File: config.mk
export PLATFORM = sky130hd
export DESIGN_NAME = hppb_mod_unit
export DESIGN_NICKNAME = d
export VERILOG_FILES = /design/src/hdl/hppb_pkg.sv /design/src/hdl/hppb_mod_unit.sv
export SDC_FILE = /design/constraint.sdc
export NUM_CORES = 1
export LEC_CHECK = 0
export ABC_CLOCK_PERIOD_IN_PS = 7600
export BUFFER_PORTS_ARGS = -buffer_cell sky130_fd_sc_hd__buf_2
export CORE_MARGIN = 5
export CORE_UTILIZATION = 30
export CTS_BUF_LIST = sky130_fd_sc_hd__clkbuf_4
export CTS_CLUSTER_DIAMETER = 40
export CTS_CLUSTER_SIZE = 20
export DETAILED_ROUTE_END_ITERATION = 8
export GPL_TIMING_DRIVEN = 0
export PLACE_DENSITY = 0.6
export SYNTH_ARGS = -nofsm -noshare
export SYNTH_HDL_FRONTEND = slang
export SYNTH_SLANG_ARGS = --single-unit
File: constraint.sdc
create_clock -name clock -period 7.6 [get_ports clock]
set_input_delay 1.52 -clock clock [delete_from_list [all_inputs] [get_ports clock]]
set_output_delay 1.52 -clock clock [all_outputs]
set_load 0.01 [all_outputs]
File: src/hdl/hppb_pkg.sv
`timescale 1ns / 1ps
// hppb_pkg: shared constants for the hash partition page buffer
// no dependencies; used by the interfaces, the modulo unit and the top level

package hppb_pkg;

   // default sizing, handed down through top-level parameters
   localparam int MAX_BUCKETS_DEF      = 32;
   localparam int MAX_PAGE_RECORDS_DEF = 16;
   localparam int KEY_BITS_DEF         = 31;

   // fixed field widths
   localparam int BUCKET_W = 5;
   localparam int DRAIN_W  = 5;

   // register file
   localparam int CSR_INDEX_W = 2;
   localparam int CSR_DATA_W  = 6;
   localparam int BCNT_W      = 6;
   localparam int RPP_W       = 5;
   localparam int ROUND_W     = 5;

   localparam logic [CSR_INDEX_W-1:0] CSR_BUCKET_COUNT     = 2'd0;
   localparam logic [CSR_INDEX_W-1:0] CSR_RECORDS_PER_PAGE = 2'd1;
   localparam logic [CSR_INDEX_W-1:0] CSR_ROUND_NUMBER     = 2'd2;

   // opcodes
   localparam logic OP_INSERT = 1'b0;
   localparam logic OP_DRAIN  = 1'b1;

   // dividend bits retired per modulo step
   localparam int MOD_DIGIT_BITS = 4;

endpackage

File: src/hdl/hppb_mod_unit.sv
`timescale 1ns / 1ps
// hppb_mod_unit: iterative remainder of a key by a small divisor, digit per cycle
// depends on hppb_pkg

module hppb_mod_unit #(
   parameter int KEY_BITS    = hppb_pkg::KEY_BITS_DEF,
   parameter int MAX_BUCKETS = hppb_pkg::MAX_BUCKETS_DEF,
   parameter int BKT_W       = (MAX_BUCKETS > 1) ? $clog2(MAX_BUCKETS) : 1,
   parameter int REM_W       = BKT_W + 1
) (
   input  logic                clock,
   input  logic                reset,
   input  logic                start,
   input  logic [KEY_BITS-1:0] dividend,
   input  logic [REM_W-1:0]    divisor,
   output logic                done,
   output logic [REM_W-1:0]    remainder
);

   localparam int DIGIT = hppb_pkg::MOD_DIGIT_BITS;
   localparam int STEPS = (KEY_BITS + DIGIT - 1) / DIGIT;
   localparam int DVD_W = STEPS * DIGIT;
   localparam int SW    = (STEPS > 1) ? $clog2(STEPS) : 1;

   logic [DVD_W-1:0] dvd_ff, dvd_in;
   logic [REM_W-1:0] rem_ff, rem_in;
   logic [SW-1:0]    step_ff, step_in;
   logic             run_ff, run_in;
   logic             done_ff, done_in;

   always_comb begin
      logic [DVD_W-1:0] d;
      logic [REM_W-1:0] r;
      d       = dvd_ff;
      r       = rem_ff;
      // restoring remainder, one dividend bit per inner pass
      for (int i = 0; i < DIGIT; i++) begin
         r = {r[REM_W-2:0], d[DVD_W-1]};
         d = d << 1;
         if (r >= divisor) begin
            r = r - divisor;
         end
      end
      dvd_in  = dvd_ff;
      rem_in  = rem_ff;
      step_in = step_ff;
      run_in  = run_ff;
      done_in = 1'b0;
      if (start) begin
         dvd_in  = DVD_W'(dividend);
         rem_in  = '0;
         step_in = '0;
         run_in  = 1'b1;
      end else if (run_ff) begin
         dvd_in  = d;
         rem_in  = r;
         step_in = step_ff + SW'(1);
         if (step_ff == SW'(STEPS - 1)) begin
            run_in  = 1'b0;
            done_in = 1'b1;
         end
      end
   end

   always_ff @(posedge clock) begin
      if (reset) begin
         run_ff  <= 1'b0;
         done_ff <= 1'b0;
         step_ff <= '0;
      end else begin
         run_ff  <= run_in;
         done_ff <= done_in;
         step_ff <= step_in;
      end
      dvd_ff <= dvd_in;
      rem_ff <= rem_in;
   end

   assign done      = done_ff;
   assign remainder = rem_ff;

endmodule

==> results of run 1 <==
final cells by class:
cell class	instances	area, um2
Buffer	8	37.54
Clock buffer	5	37.54
Tap cell	111	138.9
Multi-Input combinational cell	178	1574
Inverter	21	78.83
Timing Repair Buffer	50	262.8
Fill cell	928	5882
Sequential cell	43	1171
Clock inverter	2	13.76
where the power goes:
part / switching, mW / total (mW) / internal (mW) / leakage, nW
logic: 0.414 / 0.801 / 0.387 / 0.967
registers: 0.0139 / 0.297 / 0.283 / 0.413
clock network: 0.0796 / 0.114 / 0.0345 / 0.0310
kinds of logic (layout without fill, tap and decap cells):
| group | after synthesis | count (layout) | synth area share, % |
|---|---|---|---|
| adder cells (fa/ha/maj) | 30 | 30 | 14.44 |
| AO/OA/AOI/OAI | 50 | 50 | 12.08 |
| XOR/XNOR | 11 | 11 | 3.431 |
| flip-flops | 43 | 43 | 41.71 |
| buffers and inverters | 29 | 86 | 4.144 |
| AND/OR/NAND/NOR | 45 | 45 | 7.888 |
| multiplexers | 42 | 42 | 16.31 |
repair_timing:
item	in CTS	in global routing
pin swaps	0	1
setup buffers	0	5
endpoints found under the setup margin	2	6
cloned	0	0
resized for setup	3	7
flip-flops by register name, summed over array words and instances, names as in the netlist:
register	flops
remainder	6
done	1
run_ff	1
step_ff	3
dvd_ff	32
path summary, 6_finish.rpt:
kind,slack (ps),cells after the start,end,startpoint
setup / recovery,300,26,remainder[5],divisor[1]
hold / removal,500,2,remainder[5],remainder[5]
setup reg to reg,1190,27,remainder[5],dvd_ff[31]
hold reg to reg,500,2,remainder[5],remainder[5]
critical path: stages:
cell and delay, ps:
buf_2 130, inv_1 170, fa_1 530, a21oi_2 200
o221ai_4 200, mux2i_4 250, inv_1 80, fa_1 440
nand2b_1 180, a21oi_2 170, o21a_2 250, mux2i_4 300
inv_1 80, fa_1 420, nor2b_1 170, o31a_1 200
o31a_1 240, buf_4 140, mux2_2 350, ha_1 310
inv_1 60, o2bb2ai_1 120, a31o_2 220, buf_6 130
or3b_2 460, a311oi_1 250
layout by cell type (no fill, tap or decap), drive strengths merged, types with 4 or more instances in the layout:
cell | Yosys | layout
a21o | 4 | 4
a21oi | 12 | 12
a31o | 4 | 4
and2 | 4 | 4
buf | 2 | 52
clkbuf | 6 | 11
dfxtp | 12 | 12
edfxtp | 31 | 31
fa | 4 | 4
ha | 26 | 26
inv | 21 | 21
mux2 | 30 | 30
mux2i | 12 | 12
nand2 | 8 | 8
nor2 | 14 | 14
nor3 | 7 | 7
o21a | 5 | 5
o21ai | 10 | 10
xnor2 | 5 | 5
xor2 | 6 | 6
through the flow:
step                setup TNS (ps)  utilization [%]  std cells
floorplan                        0                -        250
detailed placement           -1821            34.49        406
CTS                              0            35.17        413
global placement             -1836            34.49        406
global route                -25.99            36.04        418
finish                           0            36.04        418
metal layers:
layer	GRT usage, %	up-vias	share of wire (%)
li1	-	1032	-
met1	13.28	975	44
met2	18.17	54	46
met3	4.515	16	7.7
met4	3.288	0	2.2
met5	0	-	0
==> results.toml, run 1 <==
[detailed_routing]
routed_wirelength_um = 6109
drtPass1Iterations = 4
ant_nets = 0
num_vias = 2077
drc = 0
wire_per_inst_um = 14.61
viasPerCell = 4.969
drtIter0Drc = 44

[die]
io_pins = 47
rows = 35
dieArea_um2 = 11390
fp.dieH_um = 106.7
initial_core_util_pct = 30.53
die_x_um = 106.7
coreArea_um2 = 9196

[yosys]
ys_ff_latch = 43
syn_inst = 250
synth-seq-area-share_pct = 41.71
syn_area_per_cell_um2 = 11.23
netlist_area_um2 = 2808
syn-num-nets = 320
synth_warnings = 0
synth.distinct_cells = 40
synth_top_area_cell = "edfxtp_1"
synth_top_cell_area_share_pct = 33.16
synthMostInstantiatedCell = "edfxtp_1"
synth_edf_count = 31
async_reset_ff_share_pct = 0
synthTopCellsByCount = "edfxtp_1 (31), mux2_2 (30), ha_1 (26)"
ys.flop_type = "edfxtp_1"
netlist_top_cells_area = "edfxtp_1 (33%), mux2_2 (12%), ha_1 (12%), dfxtp_1 (8.6%), mux2i_1 (4.3%)"

[global_route]
grt_max_degree = 33
grt_pass1_vias = 2115
grt_antenna_before_repair = 0
overflow = 0
track_usage_pct = 11.06
grt_pass1_wl_um = 10010

[layout]
area_growth_pct = 18.05
final_area_um2 = 3314
drive_gt1_share_pct = 33.22
num_antenna_cells = 0
final_nets = 377

[run_status]
status = "finished clean"

[power]
max-vdd-ir-drop_mv = 0.1523
power_leakage_nw = 1.411
power_density_nw_per_um2 = 365.7
finalPower_mw = 1.212

[sta]
finalSetupViolCount = 0
fin_crit_sh_pct = 96.03
setup_ws_ps = 301.8
fmax_mhz = 137.0
finalHoldViolCount = 0
finalClockSkew_ps = 12.06
period_minus_slack_ps = 7298
maxSlewHeadroom_pct = 47.39
slew_violations = 0
worst_pin_slew_ps = 789.1
whs_ps = 500.1

[worst_setup_path]
worstPathRequired_ps = 7880
endpoint_kind = "flop"
critical_path_class = "in -> reg"
cp.arrival_ps = 7580
crit_fanout = 9
critPathLaunchType = "primary input"

[placed_design]
hpwl_um = 4705
portBuffers = 45
post-place-ws_ps = -466.0
place_area_um2 = 3172
gp_congestion = 0.8442

[clock_network]
htreeDepth = 2
hold_buffers = 0
cts_max_path_buffers = 2
insertion_delay_ps = 370
cts_buffers = 5
root_buffer = "clkbuf_4"
cts.sinks = 43
path_clk_slew_ps = 120
cts_tree = "built"

[worst_hold_path]
worstHoldPathType = "reg -> reg"

[job]
maxCapViolCount = 0
No activity file was read; power rests on OpenSTA's default activity.
==> run 2, diff against run 1 <==
Settings changed: BUFFER_PORTS_ARGS -buffer_cell sky130_fd_sc_hd__buf_2 to -buffer_cell sky130_fd_sc_hd__buf_4.
==> run 2 against run 1 <==
Critical endpoint unchanged; global-route usage fell by 0.12 points; highest routed layer unchanged; routed wire length increased by 0.47%; flip-flop and latch count is the same; maximum frequency is 1.5% higher; sequential power about the same; critical path type unchanged; non-clock buffer count unchanged; final cell count up 0.24%; combinational power fell by 3.2%; register-to-register slack improved by 90 ps; sequential share of layout area is 1.4 points lower; core utilization increased by 1.5 points.
==> results.toml, run 2 (same netlist as run 1, synthesis figures left out) <==
[run_status]
status = "finished clean"

[worst_setup_path]
critical_path_class = "in -> reg"
cp-startpoint = "divisor[1]"
worstPathRequired_ps = 7870
crit_fanout = 6
endpoint_kind = "flop"
rrSetupSlack_ps = 1280
timing.rr.end = "remainder[5]"
cp.arrival_ps = 7460
reg2regPathDepth = 26
critPathLaunchType = "primary input"
r2r-start = "dvd_ff[31]"

[die]
rows = 35
io_pins = 47
coreArea_um2 = 9196
dieArea_um2 = 11390
fp.dieH_um = 106.7
die_x_um = 106.7
initial_core_util_pct = 30.53

[detailed_routing]
drtIter0Drc = 53
drtPass1Iterations = 4
drc = 0
num_vias = 2074
ant_nets = 0
viasPerCell = 4.950
routed_wirelength_um = 6138
wire_per_inst_um = 14.65

[worst_hold_path]
worstHoldPathType = "reg -> reg"
min_from = "dvd_ff[27]"
hold_depth = 2
holdPathEnd = "dvd_ff[31]"

[sta]
period_minus_slack_ps = 7192
setup_ws_ps = 408.3
fin_crit_sh_pct = 94.63
slew_violations = 0
finalHoldViolCount = 0
finalClockSkew_ps = 16.61
fmax_mhz = 139.0
finalSetupViolCount = 0
maxSlewHeadroom_pct = 48.51
worst_pin_slew_ps = 772.3

[global_route]
grt_antenna_before_repair = 0
grt_max_degree = 33
grt_pass1_vias = 2119
track_usage_pct = 10.94
grt_pass1_wl_um = 9908
overflow = 0

[placed_design]
gp_congestion = 0.8921
dp.cells = 406
hpwl_um = 4781
post-place-ws_ps = -437.1
portBuffers = 45

[clock_network]
insertion_delay_ps = 360
cts_buffers = 5
cts_tree = "built"
cts_max_path_buffers = 2
htreeDepth = 2
cts.sinks = 43
root_buffer = "clkbuf_4"
hold_buffers = 0
path_clk_slew_ps = 130

[layout]
mostFrequentLayoutCells = "buf_4 (50), edfxtp_1 (31), mux2_2 (30), ha_1 (26), inv_1 (20)"
layout_commonest_cell = "buf_4"
largest_reg_flops = 32
final_nets = 377
top_register = "dvd_ff"
num_antenna_cells = 0
area_growth_pct = 22.86
stdcell_count = 419
fin_util_pct = 37.51
drive_gt1_share_pct = 33.44

[power]
max-vdd-ir-drop_mv = 0.1504
finalPower_mw = 1.221
power_density_nw_per_um2 = 354.0
power_leakage_nw = 1.449

[job]
maxCapViolCount = 0
==> run 2: worst max-delay path by stage <==
stage / depth (start not counted) / end
floorplan: 24 / remainder[5]
global placement: 25 / remainder[5]
detailed placement: 25 / remainder[5]
CTS: 25 / remainder[5]
global route: 27 / remainder[3]
finish: 25 / remainder[5]
==> run 2: stage by stage <==
stage | TNS, ps | instance area [um2] | hold slack [ps]
5_1_grt | -60.53 | 3450 | 528.3
4_1_cts | 0 | 3372 | 515.9
2_1_floorplan | 0 | 2808 | 456.3
3_5_place_dp | -1750 | 3284 | 484.5
3_3_place_gp | -1536 | 3284 | 470.7
6_report | 0 | 3450 | 509.5
==> run 2: metal layers <==
metal	share of wire, %	track usage [%]	up-vias
li1	-	-	1034
met4	1.2	2.100	0
met5	0	0	-
met3	7.2	3.913	8
met1	44	13.34	984
met2	48	18.71	48
==> run 2: critical path: stages <==
cell	delay, ps
buf_4	120
clkinvlp_4	140
fa_2	450
a21oi_2	190
o221ai_4	190
mux2i_2	290
inv_1	90
fa_1	430
nand2b_1	170
a21oi_2	180
o21a_2	240
mux2i_4	290
inv_1	80
fa_1	430
nor2b_1	160
o31a_1	210
o31a_1	270
mux2i_1	350
ha_1	300
nor2b_1	140
o211ai_1	200
a31oi_1	150
o21ai_0	140
or3b_2	450
a311oi_1	250
==> run 2: area by class of cell <==
type                            instances  area [um2]
Sequential cell                        43        1171
Buffer                                  8       37.54
Timing Repair Buffer                   50       375.4
Clock buffer                            5       37.54
Inverter                               21       82.58
Fill cell                             932        5747
Multi-Input combinational cell        178        1564
Clock inverter                          3       42.54
Tap cell                              111       138.9
==> run 2: where the power goes <==
group	switching, mW	internal, mW	leakage (nW)
Clock	0.0789	0.0695	0.0432
Sequential	0.0145	0.283	0.413
Combinational	0.402	0.373	0.993
Total	0.496	0.726	1.45
==> run 2: timing repair <==
action | CTS | global route
buffers inserted | 0 | 5
pin swaps | 0 | 1
resized for setup | 2 | 8
hold endpoints to repair | 0 | 0
endpoints found under the setup margin | 2 | 6
