## src/hdl/hppb_ram.sv

```systemverilog
`timescale 1ns / 1ps
// hppb_ram: generic single-write, single-read ram with registered read data
// no dependencies

module hppb_ram #(
   parameter int WIDTH = 8,
   parameter int DEPTH = 16,
   parameter int AW    = (DEPTH > 1) ? $clog2(DEPTH) : 1
) (
   input  logic             clock,
   input  logic             wr_en,
   input  logic [AW-1:0]    wr_addr,
   input  logic [WIDTH-1:0] wr_data,
   input  logic             rd_en,
   input  logic [AW-1:0]    rd_addr,
   output logic [WIDTH-1:0] rd_data
);

   logic [WIDTH-1:0] mem_ff [DEPTH];
   logic [WIDTH-1:0] rd_data_ff;

   always_ff @(posedge clock) begin
      if (wr_en) begin
         mem_ff[wr_addr] <= wr_data;
      end
      if (rd_en) begin
         rd_data_ff <= mem_ff[rd_addr];
      end
   end

   assign rd_data = rd_data_ff;

endmodule

```

## config.mk

```make
export PLATFORM = sky130hd
export DESIGN_NAME = hppb_ram
export DESIGN_NICKNAME = d
export VERILOG_FILES = /design/src/hdl/hppb_ram.sv
export SDC_FILE = /design/constraint.sdc
export NUM_CORES = 1
export LEC_CHECK = 0
export BUFFER_PORTS_ARGS = -buffer_cell sky130_fd_sc_hd__buf_2
export CORE_MARGIN = 5
export CORE_UTILIZATION = 55
export CTS_BUF_LIST = sky130_fd_sc_hd__clkbuf_16
export DETAILED_ROUTE_END_ITERATION = 10
export PLACE_DENSITY = 0.8
export SYNTH_ARGS = -nofsm -noshare
export SYNTH_HDL_FRONTEND = slang
export SYNTH_SLANG_ARGS = --single-unit
```

## constraint.sdc

```tcl
create_clock -name clock -period 2.1 [get_ports clock]
set_input_delay 0.105 -clock clock [delete_from_list [all_inputs] [get_ports clock]]
set_output_delay 0.105 -clock clock [all_outputs]
set_load 0.03 [all_outputs]
```

==> results of run 1 <==
-- layer usage --
metal	track usage, %	vias to the layer above	share of wire (%)
met5	0	-	0
met4	7.03	0	1.6
met3	4.98	15	8.4
met2	30.2	150	49
met1	28.3	1348	41
li1	-	1089	-
-- cell families after synthesis --
group / after synthesis / share of synthesized area (%)
simple gates: 35 / 3.14
mux: 32 / 14.8
buf+inv: 10 / 1.65
flops: 136 / 78.1
compound gates: 16 / 2.30
-- cells in the mapped netlist, types with 2 or more instances --
cell	instances
edfxtp_1	136
mux4_2	18
a22oi_1	16
mux4_1	14
nor2_1	13
nand2_1	9
nor3_1	4
buf_2	3
buf_6	3
clkdlybuf4s25_2	3
nand2b_1	2
nand3b_1	2
-- flip-flops by register name (all words and copies together) (netlist names) --
signal   flops
mem_ff     128
rd_data      8
-- per-stage QoR --
| step | worst slack [ps] | util, % | instance area [µm²] | power (mW) | std cells |
|---|---|---|---|---|---|
| finish | 586 | 65.9 | 6090 | 5.77 | 422 |
| global placement | 360 | 60.7 | 5610 | 3.43 | 393 |
| floorplan | 502 | - | 5230 | 3.31 | 229 |
| detailed placement | 345 | 60.7 | 5610 | 3.44 | 393 |
| CTS | 567 | 65.9 | 6090 | 5.80 | 422 |
| global route | 474 | 65.9 | 6090 | 5.96 | 422 |
-- layout make-up --
type | instances | area (µm²) | area share [%]
Clock inverter | 12 | 50.0 | 0.822
Tap cell | 129 | 161 | 2.65
Sequential cell | 136 | 4080 | 67.1
Clock buffer | 17 | 425 | 6.99
Multi-Input combinational cell | 83 | 1060 | 17.4
Timing Repair Buffer | 45 | 310 | 5.10
-- power by group through the flow --
stage               Sequential [mW]  Clock, mW  Combinational (mW)
CTS                            3.08       2.41               0.313
finish                         3.08       2.38               0.308
detailed placement             3.13          0               0.307
global route                   3.08       2.54               0.333
global placement               3.13          0               0.297
floorplan                      3.15          0               0.154
-- final timing paths --
kind                                              start                    to  slack (ps)
worst max-delay path             mem_ff[9][1]$_DFFE_PP_  rd_data[1]$_DFFE_PP_         590
worst min-delay path                              rd_en  rd_data[3]$_DFFE_PP_          70
worst max register to register   mem_ff[9][1]$_DFFE_PP_  rd_data[1]$_DFFE_PP_         590
worst min register to register  mem_ff[14][6]$_DFFE_PP_  rd_data[6]$_DFFE_PP_         760
==> metrics, run 1 <==
IO Port Bufs 26; arrival time worst endpoint roughly 1700 ps; IO Pins 27; Synth Flop Type edfxtp_1; Worst Max-Slew Pin Slew approximately 800 ps; global-route wire length before repair about 16 mm; Clock Power Share between 40% and 50%; EDFF count, synth around 140; Layout Nets between 300 and 400; Required @ worst endpoint between 2000 and 2500 ps; commonest cells after routing, fill and taps aside edfxtp_1 (136), buf_2 (26), mux4_2 (18), clkbuf_16 (17); Worst setup SP type flip-flop; critical path endpoint category flip-flop; DRT antenna net count 0; Sw Share about a fifth; Async SR Flop Fraction 0%; HP Class input port to flip-flop; # hold bufs at CTS 0; Synth Register Bits about 140; internal power 4.62 mW; vias per std cell between 6 and 7; routability cong. roughly 0.8; RSZ-0062 raised after global routing false; yosys warns 0; number of distinct library cells after synthesis 18; wire length per cell around 24 µm; layout cells sized above 1 29.0%; CTS tree yes; GRT Total Usage ~20%; Clock transition at path regs approximately 50 ps; # DRC 0; Gate power share under 10%; leading cell type in the layout, fill and taps excluded edfxtp_1; clock latency on the worst-skew pair ~400 ps; worst r2r path cells 3; average size of a mapped cell between 20 and 25 µm²; row count 35; Post-Route WL 10.3 mm; Mapped Area about 0.0052 mm²; HPWL after detailed placement ~6.3 mm; final setup violating endpoints 0; CP peak stage delay about 520 ps; Final Hold Viols 0; WHS 65.9 ps; Core Region 0.00924 mm²; Final Slew Violations 0; crit-path max FO 1; Critical Path, Cell by Cell mux4_1 -> a22oi_1 -> nand2_1; cell leakage power 2.08 nW; Net Switching 1.15 mW; cell count after synthesis 229; Iteration-0 DRC Markers between 200 and 250; number of CTS-inserted buffers 17; Synth-to-Final Area Change 16.5%; Final period util approximately 72%; # diodes 0; highest achievable clock rate 0.660 GHz; clock net sink count 136; syn_nets around 250; Max clock buf depth 2; sequential-to-total area share from yosys stat between 70% and 80%; Via Count 2602; Die Y between 100 and 150 µm; sequential power share 53.3%; Final TNS setup 0 ps; Die Span X 107 µm; Root Driver clkbuf_16; Worst Path Buf+Inv 0; peak supply drop slightly below 0.5 mV; Pre-antenna DRT Iters 5; Critical-path top delay cell mux4_1; largest net degree at the start of global routing 33; Fin Clk Skew approximately 4.6 ps; status finished, final reports clean; hold depth 1; critical path class flip-flop to flip-flop; Final min period about 1500 ps; Rel. slew slack a little under half; Synth area leader edfxtp_1; synth top area cells edfxtp_1 (78%), mux4_2 (7.8%), mux4_1 (7.0%), a22oi_1 (2.3%), nor2_1 (0.93%); H-Tree Depth 4; fillcell total ~570; CP top delay family multiplexers; max_cap viols 0; vias in the first global route about 2700; number of antenna violations at the first check in global routing 0; GRT Residual Overflow 0; die area approximately 0.012 mm²; Initial Util 56.6%; Crit path depth 3; post-synth top area share between 70% and 80%; post-CTS setup buffer count 0; post_cts resized 0; power per cell area roughly 950 mW/mm²
Note: power is estimated with default switching activity, not from simulation.
==> run 2: changes to the inputs <==
==> constraint.sdc (replaced) <==
create_clock -name clock -period 1.4 [get_ports clock]
set_input_delay 0.07 -clock clock [delete_from_list [all_inputs] [get_ports clock]]
set_output_delay 0.07 -clock clock [all_outputs]
set_load 0.03 [all_outputs]
==> run 2 against run 1 <==
  * The flow now finishes with violations (setup timing)
  * Sequential share of layout area down 1.9 points
  * Power is 67% higher
  * Via count down 1.8%
  * Critical path depth did not move
  * Clock power rose by 90%
  * Sequential cell count unchanged
  * Core utilization grew 1.9 points
  * Clock-buffer cell count stayed put
  * Worst hold slack got worse by 37 ps
  * Global-route usage grew 0.21 points
  * Critical path type unchanged
  * Critical endpoint is now rd_data[6]$_DFFE_PP_
  * Largest power group unchanged
  * Highest routed layer unchanged
==> metrics, run 2 (same netlist as run 1, synthesis figures left out) <==
Core Region 0.00924 mm² (unchanged); IO Pins 27 (unchanged); CTS tree yes (unchanged); GRT Total Usage 20.1% (was 19.9%); RR Startpoint mem_ff[3][6]$_DFFE_PP_ (was mem_ff[9][1]$_DFFE_PP_); Sw Share 19.7% (was 19.9%); Root Driver clkbuf_16 (unchanged); Worst Max-Slew Pin Slew 708 ps (was 786 ps); wire length per cell 24.3 µm (was 24.5 µm); Post-Route WL 10.4 mm (was 10.3 mm); Clock transition at path regs 60 ps (was 50 ps); Fin Clk Skew 8.04 ps (was 4.58 ps); WHS 28.4 ps (was 65.9 ps); critical path class flip-flop to flip-flop (unchanged); Final Slew Violations 0 (unchanged); vias per std cell 5.97 (was 6.17); reg2reg end rd_data[6]$_DFFE_PP_ (was rd_data[1]$_DFFE_PP_); clock latency on the worst-skew pair 400 ps (about the same); power per cell area 1540 mW/mm² (was 948 mW/mm²); Final Util 67.8% (was 65.9%); Hold Startpoint rd_en (unchanged); DRT antenna net count 0 (unchanged); Iteration-0 DRC Markers 208 (was 205); final setup violating endpoints 6 (was 0); WHS Endpoint rd_data[0]$_DFFE_PP_ (was rd_data[3]$_DFFE_PP_); highest achievable clock rate 0.682 GHz (was 0.660 GHz); # diodes 0 (unchanged); Via Count 2556 (was 2602); cell leakage power 2.12 nW (was 2.08 nW); status complete, but fails checks (was finished, final reports clean); crit path launch mem_ff[3][6]$_DFFE_PP_ (was mem_ff[9][1]$_DFFE_PP_); Required @ worst endpoint 1550 ps (was 2240 ps); IO Port Bufs 26 (unchanged); row count 35 (unchanged); post-CTS setup buffer count 0 (unchanged); Clock Power Share 47.1% (was 41.3%); Initial Util 56.6% (unchanged); vias in the first global route 2693 (was 2665); number of CTS-inserted buffers 17 (unchanged); Worst Slack Setup Final -66.9 ps (was 586 ps); Final period util 105% (was 72.1%); Worst setup SP type flip-flop (unchanged); HPWL after detailed placement 6.12 mm (was 6.33 mm); crit-path max FO 1 (unchanged); Synth-to-Final Area Change 19.8% (was 16.5%); hold depth 1 (unchanged); Net Switching 1.90 mW (was 1.15 mW); # DRC 0 (unchanged); Die Span X 107 µm (unchanged); worst r2r path cells 3 (unchanged); die area 0.0116 mm² (unchanged); Final Hold Viols 0 (unchanged); number of antenna violations at the first check in global routing 0 (unchanged); peak supply drop 0.809 mV (was 0.495 mV); Top reg by flops mem_ff (unchanged); pre-CTS WS -245 ps (was 345 ps); Die Y 107 µm (unchanged); RSZ-0062 raised after global routing true (was false); layout cells sized above 1 35.8% (was 29.0%); leading cell type in the layout, fill and taps excluded edfxtp_1 (unchanged); internal power 7.74 mW (was 4.62 mW); GRT Residual Overflow 0 (unchanged); critical path endpoint category flip-flop (unchanged); Design Area, Final 0.00626 mm² (was 0.00609 mm²); dpl cell area 0.00564 mm² (was 0.00561 mm²); routability cong. 0.756 (was 0.795); max_cap viols 0 (unchanged); Max clock buf depth 2 (unchanged); sequential power share 47.9% (was 53.3%); H-Tree Depth 4 (unchanged); Layout Nets 305 (was 302); Final min period 1470 ps (was 1510 ps); global-route wire length before repair 16.2 mm (was 16.0 mm); max reg flops 128 (unchanged); arrival time worst endpoint 1610 ps (was 1660 ps); HP Class input port to flip-flop (unchanged); commonest cells after routing, fill and taps aside edfxtp_1 (136), buf_2 (26), mux4_2 (23), buf_4 (19), clkbuf_16 (17) (was edfxtp_1 (136), buf_2 (26), mux4_2 (18), clkbuf_16 (17)); Gate power share 5.0% (was 5.3%); r2r setup slk -70 ps (was 590 ps); largest net degree at the start of global routing 21 (was 33); clock net sink count 136 (unchanged); Rel. slew slack 52.6% (was 47.5%); Pre-antenna DRT Iters 4 (was 5); failing checks setup timing
==> run 2: cell types whose count changed in the layout (fill, tap and decap cells not counted), moves of 2 or more <==
cell / change
clkinv_4: +3
buf_4: +3
bufinv_16: +4
clkinvlp_4: +2
a22oi_2: +6
mux4_2: +5
inv_1: -3
mux4_1: -5
clkinv_2: -3
a22oi_1: -6
==> run 2: worst max path at each step <==
stage,to,cells past startpoint
2_1_floorplan,rd_data[1]$_DFFE_PP_,5
3_3_place_gp,rd_data[3]$_DFFE_PP_,5
3_5_place_dp,rd_data[2]$_DFFE_PP_,5
4_1_cts,rd_data[6]$_DFFE_PP_,3
5_1_grt,rd_data[6]$_DFFE_PP_,3
6_report,rd_data[6]$_DFFE_PP_,3
==> run 2: power by group through the flow <==
stage	Clock, mW	Sequential, mW	Combinational (mW)
2_1_floorplan	0	4.73	0.232
3_3_place_gp	0	4.69	0.451
3_5_place_dp	0	4.70	0.466
4_1_cts	4.58	4.62	0.488
5_1_grt	4.81	4.62	0.522
6_report	4.53	4.62	0.484
==> run 2: through the flow <==
| step | setup TNS (ps) | instances | power, mW |
|---|---|---|---|
| after floorplan | 0 | 229 | 4.96 |
| after global placement | -1410 | 396 | 5.14 |
| after detailed placement | -1650 | 396 | 5.16 |
| after CTS | -307 | 428 | 9.68 |
| after global routing | -629 | 428 | 9.95 |
| final | -236 | 428 | 9.64 |
==> run 2: repair_timing <==
action	in CTS	in global routing
hold buffers	0	0
endpoints found under the setup margin	8	8
hold endpoints to repair	0	0
pin swaps	6	0
gates resized for setup	10	2
==> run 2: critical path, stage by stage, from the launching register on <==
cell and delay, ps:
edfxtp_1 370, mux4_2 500, a22oi_2 230, nand2_1 90
==> run 2: cell type report <==
cell class | count | area [µm²]
Sequential cell | 136 | 4080
Fill cell | 545 | 2980
Multi-Input combinational cell | 83 | 1080
Clock buffer | 17 | 425
Timing Repair Buffer | 48 | 333
Clock inverter | 15 | 185
Tap cell | 129 | 161
==> run 2: layer usage <==
| layer | part of all wire, % | global-route usage [%] | up-vias |
|---|---|---|---|
| li1 | - | - | 1089 |
| met1 | 41 | 27.1 | 1327 |
| met2 | 51 | 32.3 | 119 |
| met3 | 6.9 | 4.86 | 21 |
| met4 | 1.8 | 6.94 | 0 |
| met5 | 0 | 0 | - |
==> run 3: changes to the inputs <==
--- a/config.mk
+++ b/config.mk
@@ -11,6 +11,7 @@
 export CTS_BUF_LIST = sky130_fd_sc_hd__clkbuf_16
 export DETAILED_ROUTE_END_ITERATION = 10
 export PLACE_DENSITY = 0.8
+export SKIP_CTS_REPAIR_TIMING = 1
 export SYNTH_ARGS = -nofsm -noshare
 export SYNTH_HDL_FRONTEND = slang
 export SYNTH_SLANG_ARGS = --single-unit
==> run 3 against run 2 <==
  * Maximum frequency is 0.18% lower
  * Global-route usage down 0.17 points
  * Combinational power is essentially flat
  * Clock-buffer cell count did not move
  * Core utilization is 0.054 points lower
  * Critical path depth unchanged
  * Clock power about the same
  * Critical endpoint is now rd_data[4]$_DFFE_PP_
  * Worst hold slack better by 9.3 ps
  * The flow still finishes with violations (setup timing)
  * Sequential cell count unchanged
  * First-iteration DRC count is 0.96% lower
  * Sequential share of layout area is 0.052 points higher
==> metrics, run 3 (same netlist as run 1, synthesis figures left out) <==
status complete, but fails checks (unchanged); failing checks setup timing (unchanged); Final period util 105% (about the same); wire length per cell 24.3 µm (about the same); register area 0.00408 mm² (unchanged); Required @ worst endpoint 1550 ps (about the same); crit path launch mem_ff[3][4]$_DFFE_PP_ (was mem_ff[3][6]$_DFFE_PP_); area of the multi-input gates 0.00107 mm² (was 0.00108 mm²); Die Y 107 µm (unchanged); CP peak stage delay 470 ps (was 500 ps); Synth-to-Final Area Change 19.7% (was 19.8%); Via Count 2575 (was 2556); leading cell type in the layout, fill and taps excluded edfxtp_1 (unchanged); Max Used Layer met4 (unchanged); Iteration-0 DRC Markers 206 (was 208); Post-Route M1 WL 4.12 mm (was 4.24 mm); Post-Route WL 10.4 mm (about the same); IO Pins 27 (unchanged); commonest cells after routing, fill and taps aside edfxtp_1 (136), buf_2 (26), mux4_2 (23), buf_4 (19), clkbuf_16 (17) (unchanged); GRT Total Usage 19.9% (was 20.1%); Hold Startpoint rd_en (unchanged); RSZ-0062 raised after global routing true (unchanged); # DRC 0 (unchanged); layout cells sized above 1 35.5% (was 35.8%); Final min period 1470 ps (about the same); final setup violating endpoints 7 (was 6); IO Port Bufs 26 (unchanged); Initial Util 56.6% (unchanged); clock latency on the worst-skew pair 400 ps (about the same); hold depth 1 (unchanged); crit-path max FO 1 (unchanged); Fin Clk Skew 10.2 ps (was 8.04 ps); Worst Slack Setup Final -69.6 ps (was -66.9 ps); Top reg by flops mem_ff (unchanged); Critical Path, Cell by Cell mux4_2 -> a22oi_1 -> nand2_1 (was mux4_2 -> a22oi_2 -> nand2_1); vias in the first global route 2690 (was 2693); Final Instance Count excl. Fillers 428 (unchanged); Core Region 0.00924 mm² (unchanged); vias per std cell 6.02 (was 5.97); DRT antenna net count 0 (unchanged); Rel. slew slack 53.9% (was 52.6%); critical path endpoint category flip-flop (unchanged); reg2reg end rd_data[4]$_DFFE_PP_ (was rd_data[6]$_DFFE_PP_); critical path class flip-flop to flip-flop (unchanged); fillcell total 546 (was 545); die area 0.0116 mm² (unchanged); Final Util 67.7% (was 67.8%); peak supply drop 0.806 mV (was 0.809 mV); Die Span X 107 µm (unchanged); number of antenna violations at the first check in global routing 0 (unchanged); met3 routed WL 838 µm (was 713 µm); number of CTS-inserted buffers 17 (unchanged); # diodes 0 (unchanged); Clock transition at path regs 50 ps (was 60 ps); Met2 Routed Length 5.35 mm (was 5.25 mm); Final TNS setup -351 ps (was -236 ps); routability cong. 0.756 (unchanged); WHS Endpoint rd_data[0]$_DFFE_PP_ (unchanged); placed cell count 396 (unchanged); Worst setup SP type flip-flop (unchanged); Worst Path Buf+Inv 0 (unchanged); Final Slew Violations 0 (unchanged); HPWL after detailed placement 6.12 mm (unchanged); Critical-path top delay cell mux4_2 (unchanged); pre-CTS WS -245 ps (unchanged); H-Tree Depth 4 (unchanged); arrival time worst endpoint 1620 ps (was 1610 ps); max_cap viols 0 (unchanged); Pre-antenna DRT Iters 4 (unchanged); power per cell area 1540 mW/mm² (about the same); worst r2r path cells 3 (unchanged); cell leakage power 2.11 nW (was 2.12 nW); r2r setup slk -70 ps (about the same); max reg flops 128 (unchanged); clock net sink count 136 (unchanged); largest net degree at the start of global routing 21 (unchanged); Layout Nets 305 (unchanged); RR Startpoint mem_ff[3][4]$_DFFE_PP_ (was mem_ff[3][6]$_DFFE_PP_); CP top delay family multiplexers (unchanged); Root Driver clkbuf_16 (unchanged); Max clock buf depth 2 (unchanged); Worst Max-Slew Pin Slew 689 ps (was 708 ps); highest achievable clock rate 0.680 GHz (was 0.682 GHz); global-route wire length before repair 16.1 mm (was 16.2 mm); HP Class input port to flip-flop (unchanged); GRT Residual Overflow 0 (unchanged); CTS tree yes (unchanged); row count 35 (unchanged); Final Hold Viols 0 (unchanged)
## run 3: through the flow
| step | hold slack (ps) | power (mW) | area [µm²] |
|---|---|---|---|
| 2_1_floorplan | 169 | 4.96 | 5230 |
| 3_3_place_gp | 436 | 5.14 | 5640 |
| 3_5_place_dp | 443 | 5.16 | 5640 |
| 4_1_cts | 17.8 | 9.67 | 6250 |
| 5_1_grt | 21.2 | 9.95 | 6260 |
| 6_report | 37.8 | 9.63 | 6260 |
## run 3: report_power, final
group	internal [mW]	leakage (nW)	switching, mW
sequential	4.59	1.24	0.0269
clock	2.95	0.294	1.59
combinational	0.196	0.584	0.287
total	7.73	2.11	1.90
## run 3: worst max-delay path by stage
stage,slack [ps],cells after the start,to
after floorplan,50,5,rd_data[1]$_DFFE_PP_
after global placement,-210,5,rd_data[3]$_DFFE_PP_
after detailed placement,-250,5,rd_data[2]$_DFFE_PP_
after CTS,-170,3,rd_data[3]$_DFFE_PP_
after global routing,-120,3,rd_data[6]$_DFFE_PP_
final,-70,3,rd_data[4]$_DFFE_PP_
## run 3: area by class of cell
type                    count  area share (%)
flip-flops and latches    136            65.2
clock inverters            15            2.96
multi-input cells          83            17.1
well taps                 129            2.58
repair buffers             48            5.32
clock buffers              17            6.80
## run 3: routing by layer
layer  up-vias  GRT usage (%)
met5         -              0
met4         0           6.49
met3         8           4.74
met2       135           32.3
met1      1341           26.8
li1       1091              -
